## config.mk

```make
export PLATFORM = sky130hd
export DESIGN_NAME = srk_ctrl
export DESIGN_NICKNAME = d
export VERILOG_FILES = /design/src/rtl/srk_pkg.sv /design/src/rtl/srk_ctrl.sv
export SDC_FILE = /design/constraint.sdc
export NUM_CORES = 1
export LEC_CHECK = 0
export BUFFER_PORTS_ARGS = -buffer_cell sky130_fd_sc_hd__buf_2
export CORE_ASPECT_RATIO = 1.5
export CORE_UTILIZATION = 38
export DETAILED_ROUTE_END_ITERATION = 8
export PLACE_DENSITY = 0.69
export SKIP_LAST_GASP = 1
export SLEW_MARGIN = 20
export SYNTH_ARGS = -nofsm -noshare
export SYNTH_HDL_FRONTEND = slang
export SYNTH_SLANG_ARGS = --single-unit
```

## constraint.sdc

```tcl
create_clock -name clk -period 2.2 [get_ports clk]
set_input_delay 0.22 -clock clk [delete_from_list [all_inputs] [get_ports clk]]
set_output_delay 0.22 -clock clk [all_outputs]
set_load 0.01 [all_outputs]
```

## src/rtl/srk_pkg.sv

```systemverilog
// ----------------------------------------------------------------------------
// srk_pkg
// Shared types and constants for the symmetric rank-K update block.
// ----------------------------------------------------------------------------
package srk_pkg;

    localparam int CFG_AW = 4;

    localparam logic [31:0] ALPHA_RESET = 32'h0001_0000;
    localparam logic        ACCUM_RESET = 1'b1;
    localparam logic [3:0]  ROWS_RESET  = 4'd8;
    localparam logic [3:0]  COLS_RESET  = 4'd8;

    typedef enum logic [1:0] {
        KIND_LOAD_X = 2'd0,
        KIND_LOAD_A = 2'd1,
        KIND_UPDATE = 2'd2,
        KIND_READ   = 2'd3
    } kind_t;

    typedef enum logic [1:0] {
        REG_ALPHA      = 2'd0,
        REG_ACCUMULATE = 2'd1,
        REG_ROWS_USED  = 2'd2,
        REG_COLS_USED  = 2'd3
    } reg_idx_t;

    typedef struct packed {
        logic [31:0] alpha;
        logic        accumulate;
        logic [3:0]  rows_used;
        logic [3:0]  cols_used;
    } cfg_t;

    typedef struct packed {
        logic load_x;
        logic load_a;
        logic read_a;
        logic set_live;
        logic clr_flag;
        logic a_rd_old;
        logic mac_issue;
        logic mac_first;
        logic mac_last;
        logic sum_zero;
        logic mul_lo;
        logic mul_hi;
        logic combine;
        logic rnd;
        logic write_back;
    } cmd_t;

    typedef struct packed {
        logic sum_done;
    } status_t;

endpackage

```

## src/rtl/srk_ctrl.sv

```systemverilog
// ----------------------------------------------------------------------------
// srk_ctrl
// Controller: accepts transactions, sequences the flag clear and the walk
// over the lower triangle, and issues datapath commands.
// ----------------------------------------------------------------------------
module srk_ctrl #(
    parameter  int MAX_ORDER = 8,
    parameter  int MAX_RANK  = 8,
    localparam int OW  = $clog2(MAX_ORDER),
    localparam int RW  = (MAX_RANK > 1) ? $clog2(MAX_RANK) : 1,
    localparam int AAW = $clog2(MAX_ORDER * MAX_ORDER),
    localparam int NW  = $clog2(MAX_ORDER + 1),
    localparam int KW  = $clog2(MAX_RANK + 1)
) (
    input  logic              clk,
    input  logic              rst_n,
    input  logic              start,
    input  logic [1:0]        kind,
    input  srk_pkg::cfg_t     cfg,
    input  srk_pkg::status_t  status,
    output logic              busy,
    output srk_pkg::cmd_t     cmd,
    output logic [OW-1:0]     i_idx,
    output logic [OW-1:0]     j_idx,
    output logic [RW-1:0]     c_idx,
    output logic [AAW-1:0]    clr_addr
);
    import srk_pkg::*;

    typedef enum logic [9:0] {
        S_IDLE    = 10'b00_0000_0001,
        S_CLEAR   = 10'b00_0000_0010,
        S_ENTRY   = 10'b00_0000_0100,
        S_MAC     = 10'b00_0000_1000,
        S_DRAIN   = 10'b00_0001_0000,
        S_SCL_LO  = 10'b00_0010_0000,
        S_SCL_HI  = 10'b00_0100_0000,
        S_COMBINE = 10'b00_1000_0000,
        S_ROUND   = 10'b01_0000_0000,
        S_WRITE   = 10'b10_0000_0000
    } state_t;

    state_t         state_reg, state_next;
    logic [OW-1:0]  i_reg, i_next;
    logic [OW-1:0]  j_reg, j_next;
    logic [RW-1:0]  c_reg, c_next;
    logic [AAW-1:0] clr_reg, clr_next;
    logic [NW-1:0]  n_lim;
    logic [KW-1:0]  k_lim;
    logic           accept;
    logic           i_last;
    logic           c_last;
    logic           clr_last;

    assign n_lim = (int'(cfg.rows_used) > MAX_ORDER) ? NW'(MAX_ORDER) : NW'(cfg.rows_used);
    assign k_lim = (int'(cfg.cols_used) > MAX_RANK) ? KW'(MAX_RANK) : KW'(cfg.cols_used);

    assign accept   = start && (state_reg == S_IDLE);
    assign i_last   = (NW'(i_reg) + NW'(1)) == n_lim;
    assign c_last   = (KW'(c_reg) + KW'(1)) == k_lim;
    assign clr_last = clr_reg == AAW'(MAX_ORDER * MAX_ORDER - 1);

    always_comb
    begin
        state_next = state_reg;
        i_next     = i_reg;
        j_next     = j_reg;
        c_next     = c_reg;
        clr_next   = clr_reg;
        cmd        = '0;
        case (state_reg)
            S_IDLE:
            begin
                if (accept)
                begin
                    case (kind)
                        KIND_LOAD_X: cmd.load_x = 1'b1;
                        KIND_LOAD_A: cmd.load_a = 1'b1;
                        KIND_READ:   cmd.read_a = 1'b1;
                        KIND_UPDATE:
                        begin
                            cmd.set_live = 1'b1;
                            clr_next     = '0;
                            state_next   = S_CLEAR;
                        end
                        default: ;
                    endcase
                end
            end
            S_CLEAR:
            begin
                cmd.clr_flag = 1'b1;
                clr_next     = clr_reg + AAW'(1);
                if (clr_last)
                begin
                    i_next     = '0;
                    j_next     = '0;
                    state_next = (n_lim == '0) ? S_IDLE : S_ENTRY;
                end
            end
            S_ENTRY:
            begin
                cmd.a_rd_old = 1'b1;
                c_next       = '0;
                if (k_lim == '0)
                begin
                    cmd.sum_zero = 1'b1;
                    state_next   = S_SCL_LO;
                end
                else
                begin
                    state_next = S_MAC;
                end
            end
            S_MAC:
            begin
                cmd.mac_issue = 1'b1;
                cmd.mac_first = (c_reg == '0);
                cmd.mac_last  = c_last;
                c_next        = c_reg + RW'(1);
                if (c_last)
                begin
                    state_next = S_DRAIN;
                end
            end
            S_DRAIN:
            begin
                if (status.sum_done)
                begin
                    state_next = S_SCL_LO;
                end
            end
            S_SCL_LO:
            begin
                cmd.mul_lo = 1'b1;
                state_next = S_SCL_HI;
            end
            S_SCL_HI:
            begin
                cmd.mul_hi = 1'b1;
                state_next = S_COMBINE;
            end
            S_COMBINE:
            begin
                cmd.combine = 1'b1;
                state_next  = S_ROUND;
            end
            S_ROUND:
            begin
                cmd.rnd    = 1'b1;
                state_next = S_WRITE;
            end
            S_WRITE:
            begin
                cmd.write_back = 1'b1;
                state_next     = S_ENTRY;
                if (j_reg == i_reg)
                begin
                    if (i_last)
                    begin
                        state_next = S_IDLE;
                    end
                    else
                    begin
                        i_next = i_reg + OW'(1);
                        j_next = '0;
                    end
                end
                else
                begin
                    j_next = j_reg + OW'(1);
                end
            end
            default: state_next = S_IDLE;
        endcase
    end

    always_ff @(posedge clk or negedge rst_n)
    begin
        if (!rst_n)
        begin
            state_reg <= S_IDLE;
            i_reg     <= '0;
            j_reg     <= '0;
            c_reg     <= '0;
            clr_reg   <= '0;
        end
        else
        begin
            state_reg <= state_next;
            i_reg     <= i_next;
            j_reg     <= j_next;
            c_reg     <= c_next;
            clr_reg   <= clr_next;
        end
    end

    assign busy     = (state_reg != S_IDLE);
    assign i_idx    = i_reg;
    assign j_idx    = j_reg;
    assign c_idx    = c_reg;
    assign clr_addr = clr_reg;

endmodule

```

==> run metrics <==
ANT cells=0; syn avg cell area=8.53 µm²; share of layout cells above drive strength 1=33.0%; Max Cap Viol=0; hold_sp=start; dpl cells=326; hold slack=0.271 ns; number of distinct library cells after synthesis=61; Clk pwr share=16.9%; Longest Clk Path Bufs=2; GP Congestion=0.791; Sw Ratio=40.5%; Tightest Pin Transition=0.573 ns; via-per-instance ratio=5.34; CP Data Arrival Time=2.00 ns; Overflow after GRT=0; reported net switching power=0.000674 W; most frequent cells after synthesis=nor2_1, dfrtp_1, nand2_1; Setup violations, final=1; number of H-tree levels=1; antenna-violating nets left=0; Reg clk slew, reported paths=0.09 ns; initial antenna violation count=0; Cells after Synth=210; internal power=0.000990 W; top cells by area, synth=dfrtp_1, nor2_1, nand2_1; largest net degree at the start of global routing=26; total power draw=0.00166 W; root buffer cell=clkbuf_8; Setup TNS=-0.0234 ns; worst r2r dst=state_reg[5]$_DFFE_PN0P_; Largest register FFs=10; Power per Cell Area=726 nW/µm²; r2r setup slk=0.11 ns; total CTS buffers=3; CTS tree=done; YS warnings=0; Vias=1784; Crit Reg-Reg Startpoint=c_idx[0]$_DFFE_PN0P_; Startpoint Class=flip-flop; non-filler instance count after layout=334; # DRC=2; run status=finished, violations left; EDFF count, synth=0; number of synthesized register bits=25; Synth Flop Type=dfrtp_1; Pre-antenna DRT Iters=6; worst-path maximum fanout=4; Worst EP required=1.98 ns; PnR worst setup slack=-0.0234 ns; hold endpoint=state_reg[1]$_DFFE_PN0P_; cell with the most instances after synthesis=nor2_1; sink count of the clock tree=25; Die X-Extent=58.0 µm; max-slew violation count=0; Syn Nets=262; worst hold path type=input pin to flip-flop; hpwl dp=3310 µm; WHS Path Cells=3; worst-skew pair later-pin latency=0.28 ns; Combinational Power Share=43.3%; WL/cell=12.8 µm; Rows=30; Reg2Reg Depth=7; Port-buffer cells=44; Total GRT Usage=18.7%; Syn-to-layout area delta=28.0%; Yosys top cell area share=33.5%; Final #Nets=323; Max-slew headroom=61.2%; fmax=450 MHz; RSZ-0062 raised after global routing=yes; first-pass GRT wire length=7380 µm; Initial Util=39.4%; register area share after synthesis=35.0%; Reg power frac=39.7%; failing checks=design-rule violations, negative setup slack; die area=5000 µm²; Setup Skew=0.00751 ns; Setup Crit Path Kind=flip-flop to output port; Async S/R FF share, synth=100%; Synth area leader=dfrtp_1; crit path time final=2.22 ns; Mapped Area=1790 µm²; final hold vios=0; number of global-route vias before repair=1716; fin crit share=101%; IR drop worst, VDD=340 µV; CP Capture Type=output port; Core Area=4540 µm²; leakage power total=1.14 nW; I/O pin cnt=78; final WL=4280 µm; DR iter-0 viols=55; Vert. Die Dim=86.1 µm
## area by class of cell
cell class	instances	area, µm²
fillers	442	2250
multi-input cells	163	1120
flip-flops and latches	25	629
repair buffers	62	358
well taps	64	80.1
inverters	16	61.3
clock buffers	3	41.3
clock inverters	1	5.00
## power groups by stage
| stage | Clock (W) | Combinational, W | Sequential (W) |
|---|---|---|---|
| detailed placement | 0 | 0.000696 | 0.000671 |
| global placement | 0 | 0.000682 | 0.000667 |
| finish | 0.000281 | 0.000721 | 0.000661 |
| CTS | 0.000291 | 0.000723 | 0.000663 |
| floorplan | 0 | 0.000440 | 0.000676 |
| global route | 0.000306 | 0.000814 | 0.000680 |
## stage by stage
step | setup slack, ns | cell area (µm²) | utilization (%)
after global placement | 0.0189 | 2160 | 47.6
after detailed placement | -0.00822 | 2160 | 47.6
final | -0.0234 | 2290 | 50.4
after floorplan | 0.0516 | 1790 | -
after CTS | -0.107 | 2270 | 50.1
after global routing | -0.175 | 2290 | 50.4
## per-layer routing
layer / up-vias / track usage (%) / wire [µm]
li1: 887 / - / -
met1: 851 / 22.2 / 1760
met2: 39 / 33.2 / 2300
met3: 7 / 1.36 / 125
met4: 0 / 9.09 / 95
met5: - / 0 / 0
## cells in the final DEF, fill, tap and decap left out, types with 2 or more instances in the layout
cell type,n
clkinv_2,2
nand3_1,8
ha_1,4
o22ai_1,3
buf_4,17
a221oi_1,2
dfrtp_2,2
nor4_2,2
xnor2_1,3
nor3b_1,5
clkbuf_8,3
a22o_1,3
buf_2,44
dfrtp_1,22
nor2b_1,7
inv_1,14
nor4b_1,5
o21ai_0,12
xor2_1,8
and2_1,4
nor2_1,25
nand2_1,19
nor3_1,4
nand4_1,4
a21oi_1,4
nor4_1,2
## cells by family after synthesis
kind of cell             share of synthesized area (%)
flip-flops                                        35.0
AO/OA/AOI/OAI                                     19.0
XOR/XNOR                                          5.38
adder cells (fa/ha/maj)                           3.49
multiplexers                                     0.559
buffers and inverters                             5.24
AND/OR/NAND/NOR                                   31.3
## repair_timing
action / in CTS / in global routing
pin swaps: 5 / 3
hold endpoints to repair: 24 / 0
hold buffers: 1 / 0
resized for setup: 6 / 5
buffers inserted: 3 / 0
setup endpoints to repair: 2 / 5
## critical path, cell delays in order, from the launching register on
cell       delay, ns
dfrtp_2         0.45
ha_4            0.17
a22o_1          0.22
a222oi_1        0.28
o2111ai_2       0.16
buf_4           0.18
nor3_4          0.10
buf_2           0.15
## how the worst max path moves through the flow
stage / start / end / slack, ns / depth (start not counted)
detailed placement: c_idx[0]$_DFFE_PN0P_ / state_reg[5]$_DFFE_PN0P_ / -0.008 / 6
CTS: c_idx[0]$_DFFE_PN0P_ / cmd[6] / -0.11 / 7
global route: c_idx[0]$_DFFE_PN0P_ / cmd[6] / -0.17 / 8
global placement: c_idx[0]$_DFFE_PN0P_ / state_reg[5]$_DFFE_PN0P_ / 0.02 / 6
finish: c_idx[0]$_DFFE_PN0P_ / cmd[6] / -0.02 / 7
floorplan: c_idx[0]$_DFFE_PN0P_ / state_reg[2]$_DFFE_PN0P_ / 0.05 / 8
Note: power is estimated with default switching activity, not from simulation.
