[src/rtl/srk_pkg.sv]
// ----------------------------------------------------------------------------
// srk_pkg
// Shared types and constants for the symmetric rank-K update block.
// ----------------------------------------------------------------------------
package srk_pkg;

    localparam int CFG_AW = 4;

    localparam logic [31:0] ALPHA_RESET = 32'h0001_0000;
    localparam logic        ACCUM_RESET = 1'b1;
    localparam logic [3:0]  ROWS_RESET  = 4'd8;
    localparam logic [3:0]  COLS_RESET  = 4'd8;

    typedef enum logic [1:0] {
        KIND_LOAD_X = 2'd0,
        KIND_LOAD_A = 2'd1,
        KIND_UPDATE = 2'd2,
        KIND_READ   = 2'd3
    } kind_t;

    typedef enum logic [1:0] {
        REG_ALPHA      = 2'd0,
        REG_ACCUMULATE = 2'd1,
        REG_ROWS_USED  = 2'd2,
        REG_COLS_USED  = 2'd3
    } reg_idx_t;

    typedef struct packed {
        logic [31:0] alpha;
        logic        accumulate;
        logic [3:0]  rows_used;
        logic [3:0]  cols_used;
    } cfg_t;

    typedef struct packed {
        logic load_x;
        logic load_a;
        logic read_a;
        logic set_live;
        logic clr_flag;
        logic a_rd_old;
        logic mac_issue;
        logic mac_first;
        logic mac_last;
        logic sum_zero;
        logic mul_lo;
        logic mul_hi;
        logic combine;
        logic rnd;
        logic write_back;
    } cmd_t;

    typedef struct packed {
        logic sum_done;
    } status_t;

endpackage

[src/rtl/srk_cfg.sv]
// ----------------------------------------------------------------------------
// srk_cfg
// APB-style configuration registers: alpha, accumulate, rows_used, cols_used.
// ----------------------------------------------------------------------------
module srk_cfg (
    input  logic                      clk,
    input  logic                      rst_n,
    input  logic                      psel,
    input  logic                      penable,
    input  logic                      pwrite,
    input  logic [srk_pkg::CFG_AW-1:0] paddr,
    input  logic [31:0]               pwdata,
    output logic [31:0]               prdata,
    output logic                      pready,
    output srk_pkg::cfg_t             cfg
);
    import srk_pkg::*;

    logic [31:0] alpha_reg;
    logic        accumulate_reg;
    logic [3:0]  rows_reg;
    logic [3:0]  cols_reg;
    logic        wr_en;
    reg_idx_t    idx;

    assign pready = 1'b1;
    assign wr_en  = psel && penable && pwrite && pready;
    assign idx    = reg_idx_t'(paddr[CFG_AW-1:2]);

    always_ff @(posedge clk or negedge rst_n)
    begin
        if (!rst_n)
        begin
            alpha_reg      <= ALPHA_RESET;
            accumulate_reg <= ACCUM_RESET;
            rows_reg       <= ROWS_RESET;
            cols_reg       <= COLS_RESET;
        end
        else if (wr_en)
        begin
            case (idx)
                REG_ALPHA:      alpha_reg      <= pwdata;
                REG_ACCUMULATE: accumulate_reg <= pwdata[0];
                REG_ROWS_USED:  rows_reg       <= pwdata[3:0];
                REG_COLS_USED:  cols_reg       <= pwdata[3:0];
                default:        ;
            endcase
        end
    end

    always_comb
    begin
        case (idx)
            REG_ALPHA:      prdata = alpha_reg;
            REG_ACCUMULATE: prdata = {31'd0, accumulate_reg};
            REG_ROWS_USED:  prdata = {28'd0, rows_reg};
            REG_COLS_USED:  prdata = {28'd0, cols_reg};
            default:        prdata = '0;
        endcase
    end

    assign cfg.alpha      = alpha_reg;
    assign cfg.accumulate = accumulate_reg;
    assign cfg.rows_used  = rows_reg;
    assign cfg.cols_used  = cols_reg;

endmodule

[config.mk]
export PLATFORM = sky130hd
export DESIGN_NAME = srk_cfg
export DESIGN_NICKNAME = d
export VERILOG_FILES = /design/src/rtl/srk_pkg.sv /design/src/rtl/srk_cfg.sv
export SDC_FILE = /design/constraint.sdc
export NUM_CORES = 1
export LEC_CHECK = 0
export ABC_AREA = 1
export BUFFER_PORTS_ARGS = -buffer_cell sky130_fd_sc_hd__buf_2
export CORE_UTILIZATION = 44
export DETAILED_ROUTE_END_ITERATION = 7
export GPL_ROUTABILITY_DRIVEN = 0
export PLACE_DENSITY = 0.8
export SYNTH_ARGS = -nofsm -noshare
export SYNTH_HDL_FRONTEND = slang
export SYNTH_SLANG_ARGS = --single-unit
[constraint.sdc]
create_clock -name clk -period 0.9 [get_ports clk]
set_input_delay 0.045 -clock clk [delete_from_list [all_inputs] [get_ports clk]]
set_output_delay 0.045 -clock clk [all_outputs]
set_load 0.05 [all_outputs]
==> results_tabular.tex, run 1 <==
\begin{tabular}{lr}
\hline
Metric & Value \\
\hline
\multicolumn{2}{l}{\textbf{Layout}} \\
\# nets final & 484 \\
Area Overhead vs Synth & 106\% \\
Area taken by flip-flops and latches & 0.00108 mm² \\
Fraction of final layout cells sized beyond drive strength 1 & 61.5\% \\
Filler cell count in the final layout & 125 \\
Number of flip-flops under the largest register name & 32 \\
Multi-input logic area & 0.00102 mm² \\
Layout Cell Area excl Fill & 0.00414 mm² \\
\multicolumn{2}{l}{\textbf{Hold path}} \\
Path category of the worst min-delay check & in -> reg \\
\multicolumn{2}{l}{\textbf{CTS}} \\
Clock tree from TritonCTS & built \\
Clock Latency Late Sink & 0.29 ns \\
Clock transition at path regs & 0.07 ns \\
Number of sinks handled by clock tree synthesis & 41 \\
Clock buffer count from CTS & 5 \\
Maximum number of buffers from clock root to sink & 2 \\
CTS Root Buffer Type & clkbuf\_8 \\
H-Tree Level Count & 2 \\
\multicolumn{2}{l}{\textbf{STA}} \\
Period minus WS final & 1.23 ns \\
Setup Viol. Count Final & 77 \\
Min setup slack post-route & -0.326 ns \\
Max frequency & 0.816 GHz \\
Skew final & 0 ns \\
Final worst path period share & 136\% \\
Endpoints failing hold & 0 \\
Count of pins over their slew limit & 0 \\
RSZ-0062 raised after global routing & true \\
\multicolumn{2}{l}{\textbf{Critical path}} \\
Type of the setup path with the least slack & reg -> out \\
Worst path buffer plus inverter count & 1 \\
Data arrival at the endpoint of the critical path & 1.18 ns \\
Dominant delay contributor by cell family on the critical path & flip-flops \\
Slowest-stage cell, CP & dfstp\_2 \\
Worst-path maximum fanout & 3 \\
Required time worst endpoint & 0.85 ns \\
Cell breakdown of the critical path & nand2\_2, nand3\_4, buf\_8 \\
Worst-case register-to-register setup slack & -0.13 ns \\
Type of element launching the critical path & register \\
Delay contributed by the slowest stage of the critical path & 0.56 ns \\
Endpoint class of the critical path & output pin \\
\multicolumn{2}{l}{\textbf{Route}} \\
Vias after detailed routing & 2,747 \\
Wire length after detailed routing & 10,100 µm \\
Routed length per instance & 20.4 µm \\
DRT iter0 DRCs & 343 \\
Detailed-routing iteration count for the pre-antenna-repair pass & 5 \\
Drc violations & 0 \\
Residual antenna-violating net count after detailed routing & 0 \\
Vias per std cell & 5.53 \\
\multicolumn{2}{l}{\textbf{Die}} \\
Horiz. Die Dim & 69.6 µm \\
Area of the die & 0.00484 mm² \\
Count of pins on the block boundary & 115 \\
Core region area & 0.00438 mm² \\
Num rows & 24 \\
Effective utilization at floorplan & 45.8\% \\
Floorplan die height & 69.6 µm \\
\multicolumn{2}{l}{\textbf{Yosys}} \\
Average footprint of a synthesized cell & 7.47 µm² \\
Number of library cell types mapped by synthesis & 14 \\
Number of warnings issued by yosys & 0 \\
Post-synthesis cell count & 269 \\
Seq cells post-synth & 41 \\
Net count after synthesis & 310 \\
Portion of the post-synthesis area used by sequential elements & 51.3\% \\
Cell Area, Synth & 0.00201 mm² \\
\multicolumn{2}{l}{\textbf{Run}} \\
Number of violations of the max-capacitance limit & 0 \\
\multicolumn{2}{l}{\textbf{GRT}} \\
Overall overflow remaining after global route & 0 \\
Number of antenna violations at the first check in global routing & 1 \\
Number of global-route vias before repair & 2,768 \\
Global-route wire length before repair & 13,700 µm \\
Maximum number of pins on one net before global-route repair & 42 \\
Total GRT Usage & 37.3\% \\
\multicolumn{2}{l}{\textbf{Placed design}} \\
Number of buffer cells added on primary ports & 111 \\
Post-Place Setup Slack & -0.100 ns \\
Post-detailed-placement half-perimeter wirelength & 3910 µm \\
DP Area & 0.00303 mm² \\
\multicolumn{2}{l}{\textbf{Run status}} \\
Violated checks & setup timing \\
Outcome & finished, violations left \\
\multicolumn{2}{l}{\textbf{Power}} \\
Leakage power of the design & 2.05 nW \\
Power density relative to cell area & 2160 mW/mm² \\
Worst supply voltage drop on vdd & 0.00146 V \\
\hline
\end{tabular}
==> cell usage after synthesis <==
master,number,area share (%)
nand2_2,7,2.2
inv_2,2,0.37
nor2_1,31,5.8
dfstp_2,4,5.2
nor2_4,2,1.1
nand4_1,1,0.31
buf_4,2,0.75
conb_1,1,0.19
inv_1,31,5.8
dfrtp_1,37,46
nand3_1,8,2.0
nor2_2,1,0.31
nand2_1,133,25
buf_6,9,5.0
==> worst paths after layout <==
path | from | to | depth (start not counted)
worst max-delay path | cols_reg[3] | prdata[3] | 3
worst min-delay path | penable | accumulate_reg | 5
worst max register to register | alpha_reg[16] | alpha_reg[16] | 5
worst min register to register | cols_reg[3] | cols_reg[3] | 2
max in group asynchronous | rst_n | rows_reg[3] | 3
min in group asynchronous | rst_n | alpha_reg[28] | 3
==> cell type report <==
class / count / area share [%]
antenna: 1 / 0.0605
clock buffer: 8 / 2.18
inverter: 33 / 2.99
multi-input combinational: 184 / 24.7
sequential: 41 / 26.0
tap: 52 / 1.57
timing repair buffer: 178 / 42.5
==> metal layers <==
layer  part of all wire [%]  GRT usage [%]  wire length [µm]
met2                     52           67.7              5300
met3                    7.7           7.70               780
met4                    8.2           27.7               827
met5                      0              0                 0
met1                     32           37.2              3210
==> kinds of logic after synthesis <==
kind of cell / count (synthesis) / share of synthesized area [%]
AND/OR/NAND/NOR: 183 / 36.6
flip-flops: 41 / 51.3
other: 1 / 0.187
buffers and inverters: 44 / 12.0
==> worst min-delay path, cell delays in order <==
cell and delay (ns):
buf_2 0.10, nand2_1 0.10, nor2_4 0.06, nand3_1 0.09, nand2_1 0.07
==> report_power, final <==
group	switching, W	internal [W]
Sequential	0.000503	0.00231
Clock	0.000630	0.000626
Combinational	0.00304	0.00181
Total	0.00417	0.00475
==> stage by stage <==
stage	total power [W]	setup TNS, ns	hold WS, ns	std cells	utilization [%]
after global routing	0.00921	-10.27	0.201	497	94.3
after global placement	0.00603	-4.21	0.0285	438	69.0
final	0.00892	-8.44	0.188	497	94.3
after detailed placement	0.00610	-5.34	0.0312	438	69.0
after CTS	0.00833	-6.75	0.102	487	91.3
after floorplan	0.00525	-0.599	-0.251	269	-
==> cells in the final DEF, fill, tap and decap left out <==
master / n
nand2_1: 125
buf_6: 66
buf_2: 38
dfrtp_2: 37
dlygate4sd3_1: 33
inv_2: 30
nor2_4: 30
buf_4: 21
nand2_2: 14
buf_8: 13
buf_12: 7
clkbuf_8: 6
dfstp_2: 4
inv_1: 3
nand3_4: 3
nand3_1: 3
nor2_1: 3
nand3_2: 2
clkbuf_1: 2
diode_2: 1
nor2_2: 1
nand2_4: 1
nand4_1: 1
conb_1: 1
==> what timing repair did <==
action                                 4_1_cts  5_1_grt
pin swaps                                    4        2
gates cloned                                 0        0
resized for setup                          158       18
endpoints found under the hold margin       79        0
setup endpoints to repair                   73       74
hold buffers                                33        0
setup buffers                                8       10
Note: power is estimated with default switching activity, not from simulation.
==> run 2, diff against run 1 <==
--- a/config.mk
+++ b/config.mk
@@ -9,6 +9,6 @@
 export BUFFER_PORTS_ARGS = -buffer_cell sky130_fd_sc_hd__buf_2
-export CORE_UTILIZATION = 44
+export CORE_UTILIZATION = 35
 export DETAILED_ROUTE_END_ITERATION = 7
 export GPL_ROUTABILITY_DRIVEN = 0
-export PLACE_DENSITY = 0.8
+export PLACE_DENSITY = 0.66
 export SYNTH_ARGS = -nofsm -noshare
==> constraint.sdc (replaced) <==
create_clock -name clk -period 0.9 [get_ports clk]
set_input_delay 0.09 -clock clk [delete_from_list [all_inputs] [get_ports clk]]
set_output_delay 0.09 -clock clk [all_outputs]
set_load 0.05 [all_outputs]
==> run 2 against run 1 <==
  * The flow still finishes with violations (setup timing)
  * Critical path type unchanged
  * Largest cell class unchanged
  * Non-clock buffer count fell by 12
  * Cell area fell by 2.8%
  * Sequential cell count did not move
  * Clock-buffer cell count did not move
  * Fmax fell by 2.4%
  * Setup slack got worse by 0.031 ns
  * Worst hold slack got worse by 0.18 ns
  * Critical path depth did not move
  * First-iteration DRC count fell by 60%
  * Register-to-register slack improved by 0.11 ns
==> results_tabular.tex, run 2 (synthesis results as in run 1) <==
\begin{tabular}{lr}
\hline
Metric & Value \\
\hline
\multicolumn{2}{l}{\textbf{Run status}} \\
Outcome & finished, violations left (unchanged) \\
Violated checks & setup timing (unchanged) \\
\multicolumn{2}{l}{\textbf{CTS}} \\
Maximum number of buffers from clock root to sink & 2 (unchanged) \\
Clock tree from TritonCTS & built (unchanged) \\
H-Tree Level Count & 2 (unchanged) \\
CTS Root Buffer Type & clkbuf\_8 (unchanged) \\
Number of sinks handled by clock tree synthesis & 41 (unchanged) \\
Clock Latency Late Sink & 0.28 ns (was 0.29 ns) \\
Clock buffer count from CTS & 5 (unchanged) \\
Clock transition at path regs & 0.08 ns (was 0.07 ns) \\
\multicolumn{2}{l}{\textbf{Layout}} \\
Final Core Density & 73.0\% (was 94.3\%) \\
Most common cell after layout, fill and taps aside & nand2\_1 (unchanged) \\
Area Overhead vs Synth & 100\% (was 106\%) \\
Final cell count without fillers & 504 (was 497) \\
Leading cell types in the layout, fill and taps excluded & nand2\_1 (126), buf\_6 (64), buf\_2 (38), dfrtp\_2 (37) (was nand2\_1 (125), buf\_6 (66), buf\_2 (38), dfrtp\_2 (37), dlygate4sd3\_1 (33)) \\
\# nets final & 472 (was 484) \\
Fraction of final layout cells sized beyond drive strength 1 & 63.2\% (was 61.5\%) \\
Layout Cell Area excl Fill & 0.00402 mm² (was 0.00414 mm²) \\
Inserted Diodes & 0 (was 1) \\
Number of flip-flops under the largest register name & 32 (unchanged) \\
\multicolumn{2}{l}{\textbf{STA}} \\
Skew final & 0 ns (unchanged) \\
Setup TNS after final layout & -10.22 ns (was -8.44 ns) \\
Count of pins over their slew limit & 0 (unchanged) \\
Max frequency & 0.796 GHz (was 0.816 GHz) \\
Endpoints failing hold & 0 (unchanged) \\
Period minus WS final & 1.26 ns (was 1.23 ns) \\
Final worst path period share & 140\% (was 136\%) \\
Setup Viol. Count Final & 74 (was 77) \\
RSZ-0062 raised after global routing & true (unchanged) \\
Min setup slack post-route & -0.356 ns (was -0.326 ns) \\
\multicolumn{2}{l}{\textbf{Power}} \\
Power density relative to cell area & 2120 mW/mm² (was 2160 mW/mm²) \\
Post-layout total power & 0.00854 W (was 0.00892 W) \\
Worst supply voltage drop on vdd & 0.00121 V (was 0.00146 V) \\
Switching Share & 45.1\% (was 46.8\%) \\
Clock Power Share & 14.3\% (was 14.1\%) \\
Leakage power of the design & 2.00 nW (was 2.05 nW) \\
Net Sw Power & 0.00385 W (was 0.00417 W) \\
Seq pwr share & 32.4\% (was 31.6\%) \\
Design internal power & 0.00469 W (was 0.00475 W) \\
Portion of total power attributed to combinational logic & 53.2\% (was 54.4\%) \\
\multicolumn{2}{l}{\textbf{GRT}} \\
Number of global-route vias before repair & 2,215 (was 2,768) \\
Number of antenna violations at the first check in global routing & 0 (was 1) \\
Total GRT Usage & 23.0\% (was 37.3\%) \\
Global-route wire length before repair & 10,800 µm (was 13,700 µm) \\
Overall overflow remaining after global route & 0 (unchanged) \\
Maximum number of pins on one net before global-route repair & 42 (unchanged) \\
\multicolumn{2}{l}{\textbf{Placed design}} \\
Post-detailed-placement half-perimeter wirelength & 4020 µm (was 3910 µm) \\
Number of buffer cells added on primary ports & 111 (unchanged) \\
Total placed cells including tap cells & 458 (was 438) \\
DP Area & 0.00306 mm² (was 0.00303 mm²) \\
\multicolumn{2}{l}{\textbf{Critical path}} \\
Data arrival at the endpoint of the critical path & 1.17 ns (was 1.18 ns) \\
Type of the setup path with the least slack & reg -> out (unchanged) \\
Origin of the worst setup path & cols\_reg[3] (unchanged) \\
Required time worst endpoint & 0.81 ns (was 0.85 ns) \\
Type of element launching the critical path & register (unchanged) \\
Source of the worst register-to-register timing path & alpha\_reg[24] (was alpha\_reg[16]) \\
Worst-path maximum fanout & 3 (unchanged) \\
Endpoint class of the critical path & output pin (unchanged) \\
\multicolumn{2}{l}{\textbf{Route}} \\
DRT iter0 DRCs & 138 (was 343) \\
Vias after detailed routing & 2,236 (was 2,747) \\
Routed length per instance & 13.4 µm (was 20.4 µm) \\
Drc violations & 0 (unchanged) \\
Detailed-routing iteration count for the pre-antenna-repair pass & 4 (was 5) \\
Wire length after detailed routing & 6730 µm (was 10,100 µm) \\
Residual antenna-violating net count after detailed routing & 0 (unchanged) \\
Vias per std cell & 4.44 (was 5.53) \\
\multicolumn{2}{l}{\textbf{Die}} \\
Num rows & 27 (was 24) \\
Count of pins on the block boundary & 115 (unchanged) \\
Horiz. Die Dim & 77.8 µm (was 69.6 µm) \\
Area of the die & 0.00605 mm² (was 0.00484 mm²) \\
Effective utilization at floorplan & 36.5\% (was 45.8\%) \\
Floorplan die height & 77.8 µm (was 69.6 µm) \\
Core region area & 0.00551 mm² (was 0.00438 mm²) \\
\multicolumn{2}{l}{\textbf{Hold path}} \\
Path category of the worst min-delay check & in -> reg (unchanged) \\
Hold path startpoint & pwdata[5] (was penable) \\
\multicolumn{2}{l}{\textbf{Run}} \\
Number of violations of the max-capacitance limit & 0 (unchanged) \\
\hline
\end{tabular}
-- run 2: cell types whose count changed in the layout (fill, tap and decap cells not counted) --
cell,previous run,this run
diode_2,1,0
nand2_1,125,126
buf_4,21,24
buf_6,66,64
buf_8,13,14
buf_12,7,6
nand2_2,14,13
dlygate4sd3_1,33,20
-- run 2: area by class of cell --
type	count	area, µm²
clock buffers	8	90.1
fillers	399	1490
inverters	33	124
multi-input cells	184	1020
flip-flops and latches	41	1080
well taps	72	90.1
repair buffers	166	1620
-- run 2: routing by layer --
| layer | routed length, µm | global-route usage [%] | part of all wire, % |
|---|---|---|---|
| met1 | 2780 | 28.0 | 41 |
| met3 | 362 | 4.35 | 5.4 |
| met4 | 111 | 7.92 | 1.6 |
| met2 | 3480 | 40.4 | 52 |
| met5 | 0 | 0 | 0 |
-- run 2: power by group through the flow --
stage / Clock [W] / Combinational (W) / Sequential, W
after floorplan: 0 / 0.00129 / 0.00399
after CTS: 0.00127 / 0.00425 / 0.00276
final: 0.00122 / 0.00454 / 0.00277
after global routing: 0.00133 / 0.00477 / 0.00282
after global placement: 0 / 0.00334 / 0.00270
after detailed placement: 0 / 0.00339 / 0.00271
-- run 2: critical path, cell delays in order, from the launching register on --
cell and delay, ns:
dfstp_2 0.56, nand2_2 0.08, nand3_4 0.09, buf_8 0.15
-- run 2: stage by stage --
step	hold slack (ns)	setup slack, ns
final	0.00922	-0.356
after global routing	0.0200	-0.390
after CTS	0.000190	-0.353
after detailed placement	0.0808	-0.201
after global placement	0.0811	-0.163
after floorplan	-0.206	-0.279
-- run 2: worst paths after layout --
check,to,slack [ns],cells past startpoint
hold / removal,alpha_reg[5],0.009,3
hold reg to reg,rows_reg[3],0.49,2
setup / recovery,prdata[3],-0.36,3
setup reg to reg,alpha_reg[24],-0.02,4
min in group asynchronous,alpha_reg[26],0.34,3
max in group asynchronous,accumulate_reg,0.30,3
-- run 2: timing repair --
item                                    in CTS  in global routing
hold endpoints to repair                    56                  0
hold buffers                                20                  0
setup buffers                                9                  9
endpoints found under the setup margin      73                 73
pin swaps                                    4                  4
gates resized for setup                    151                 17
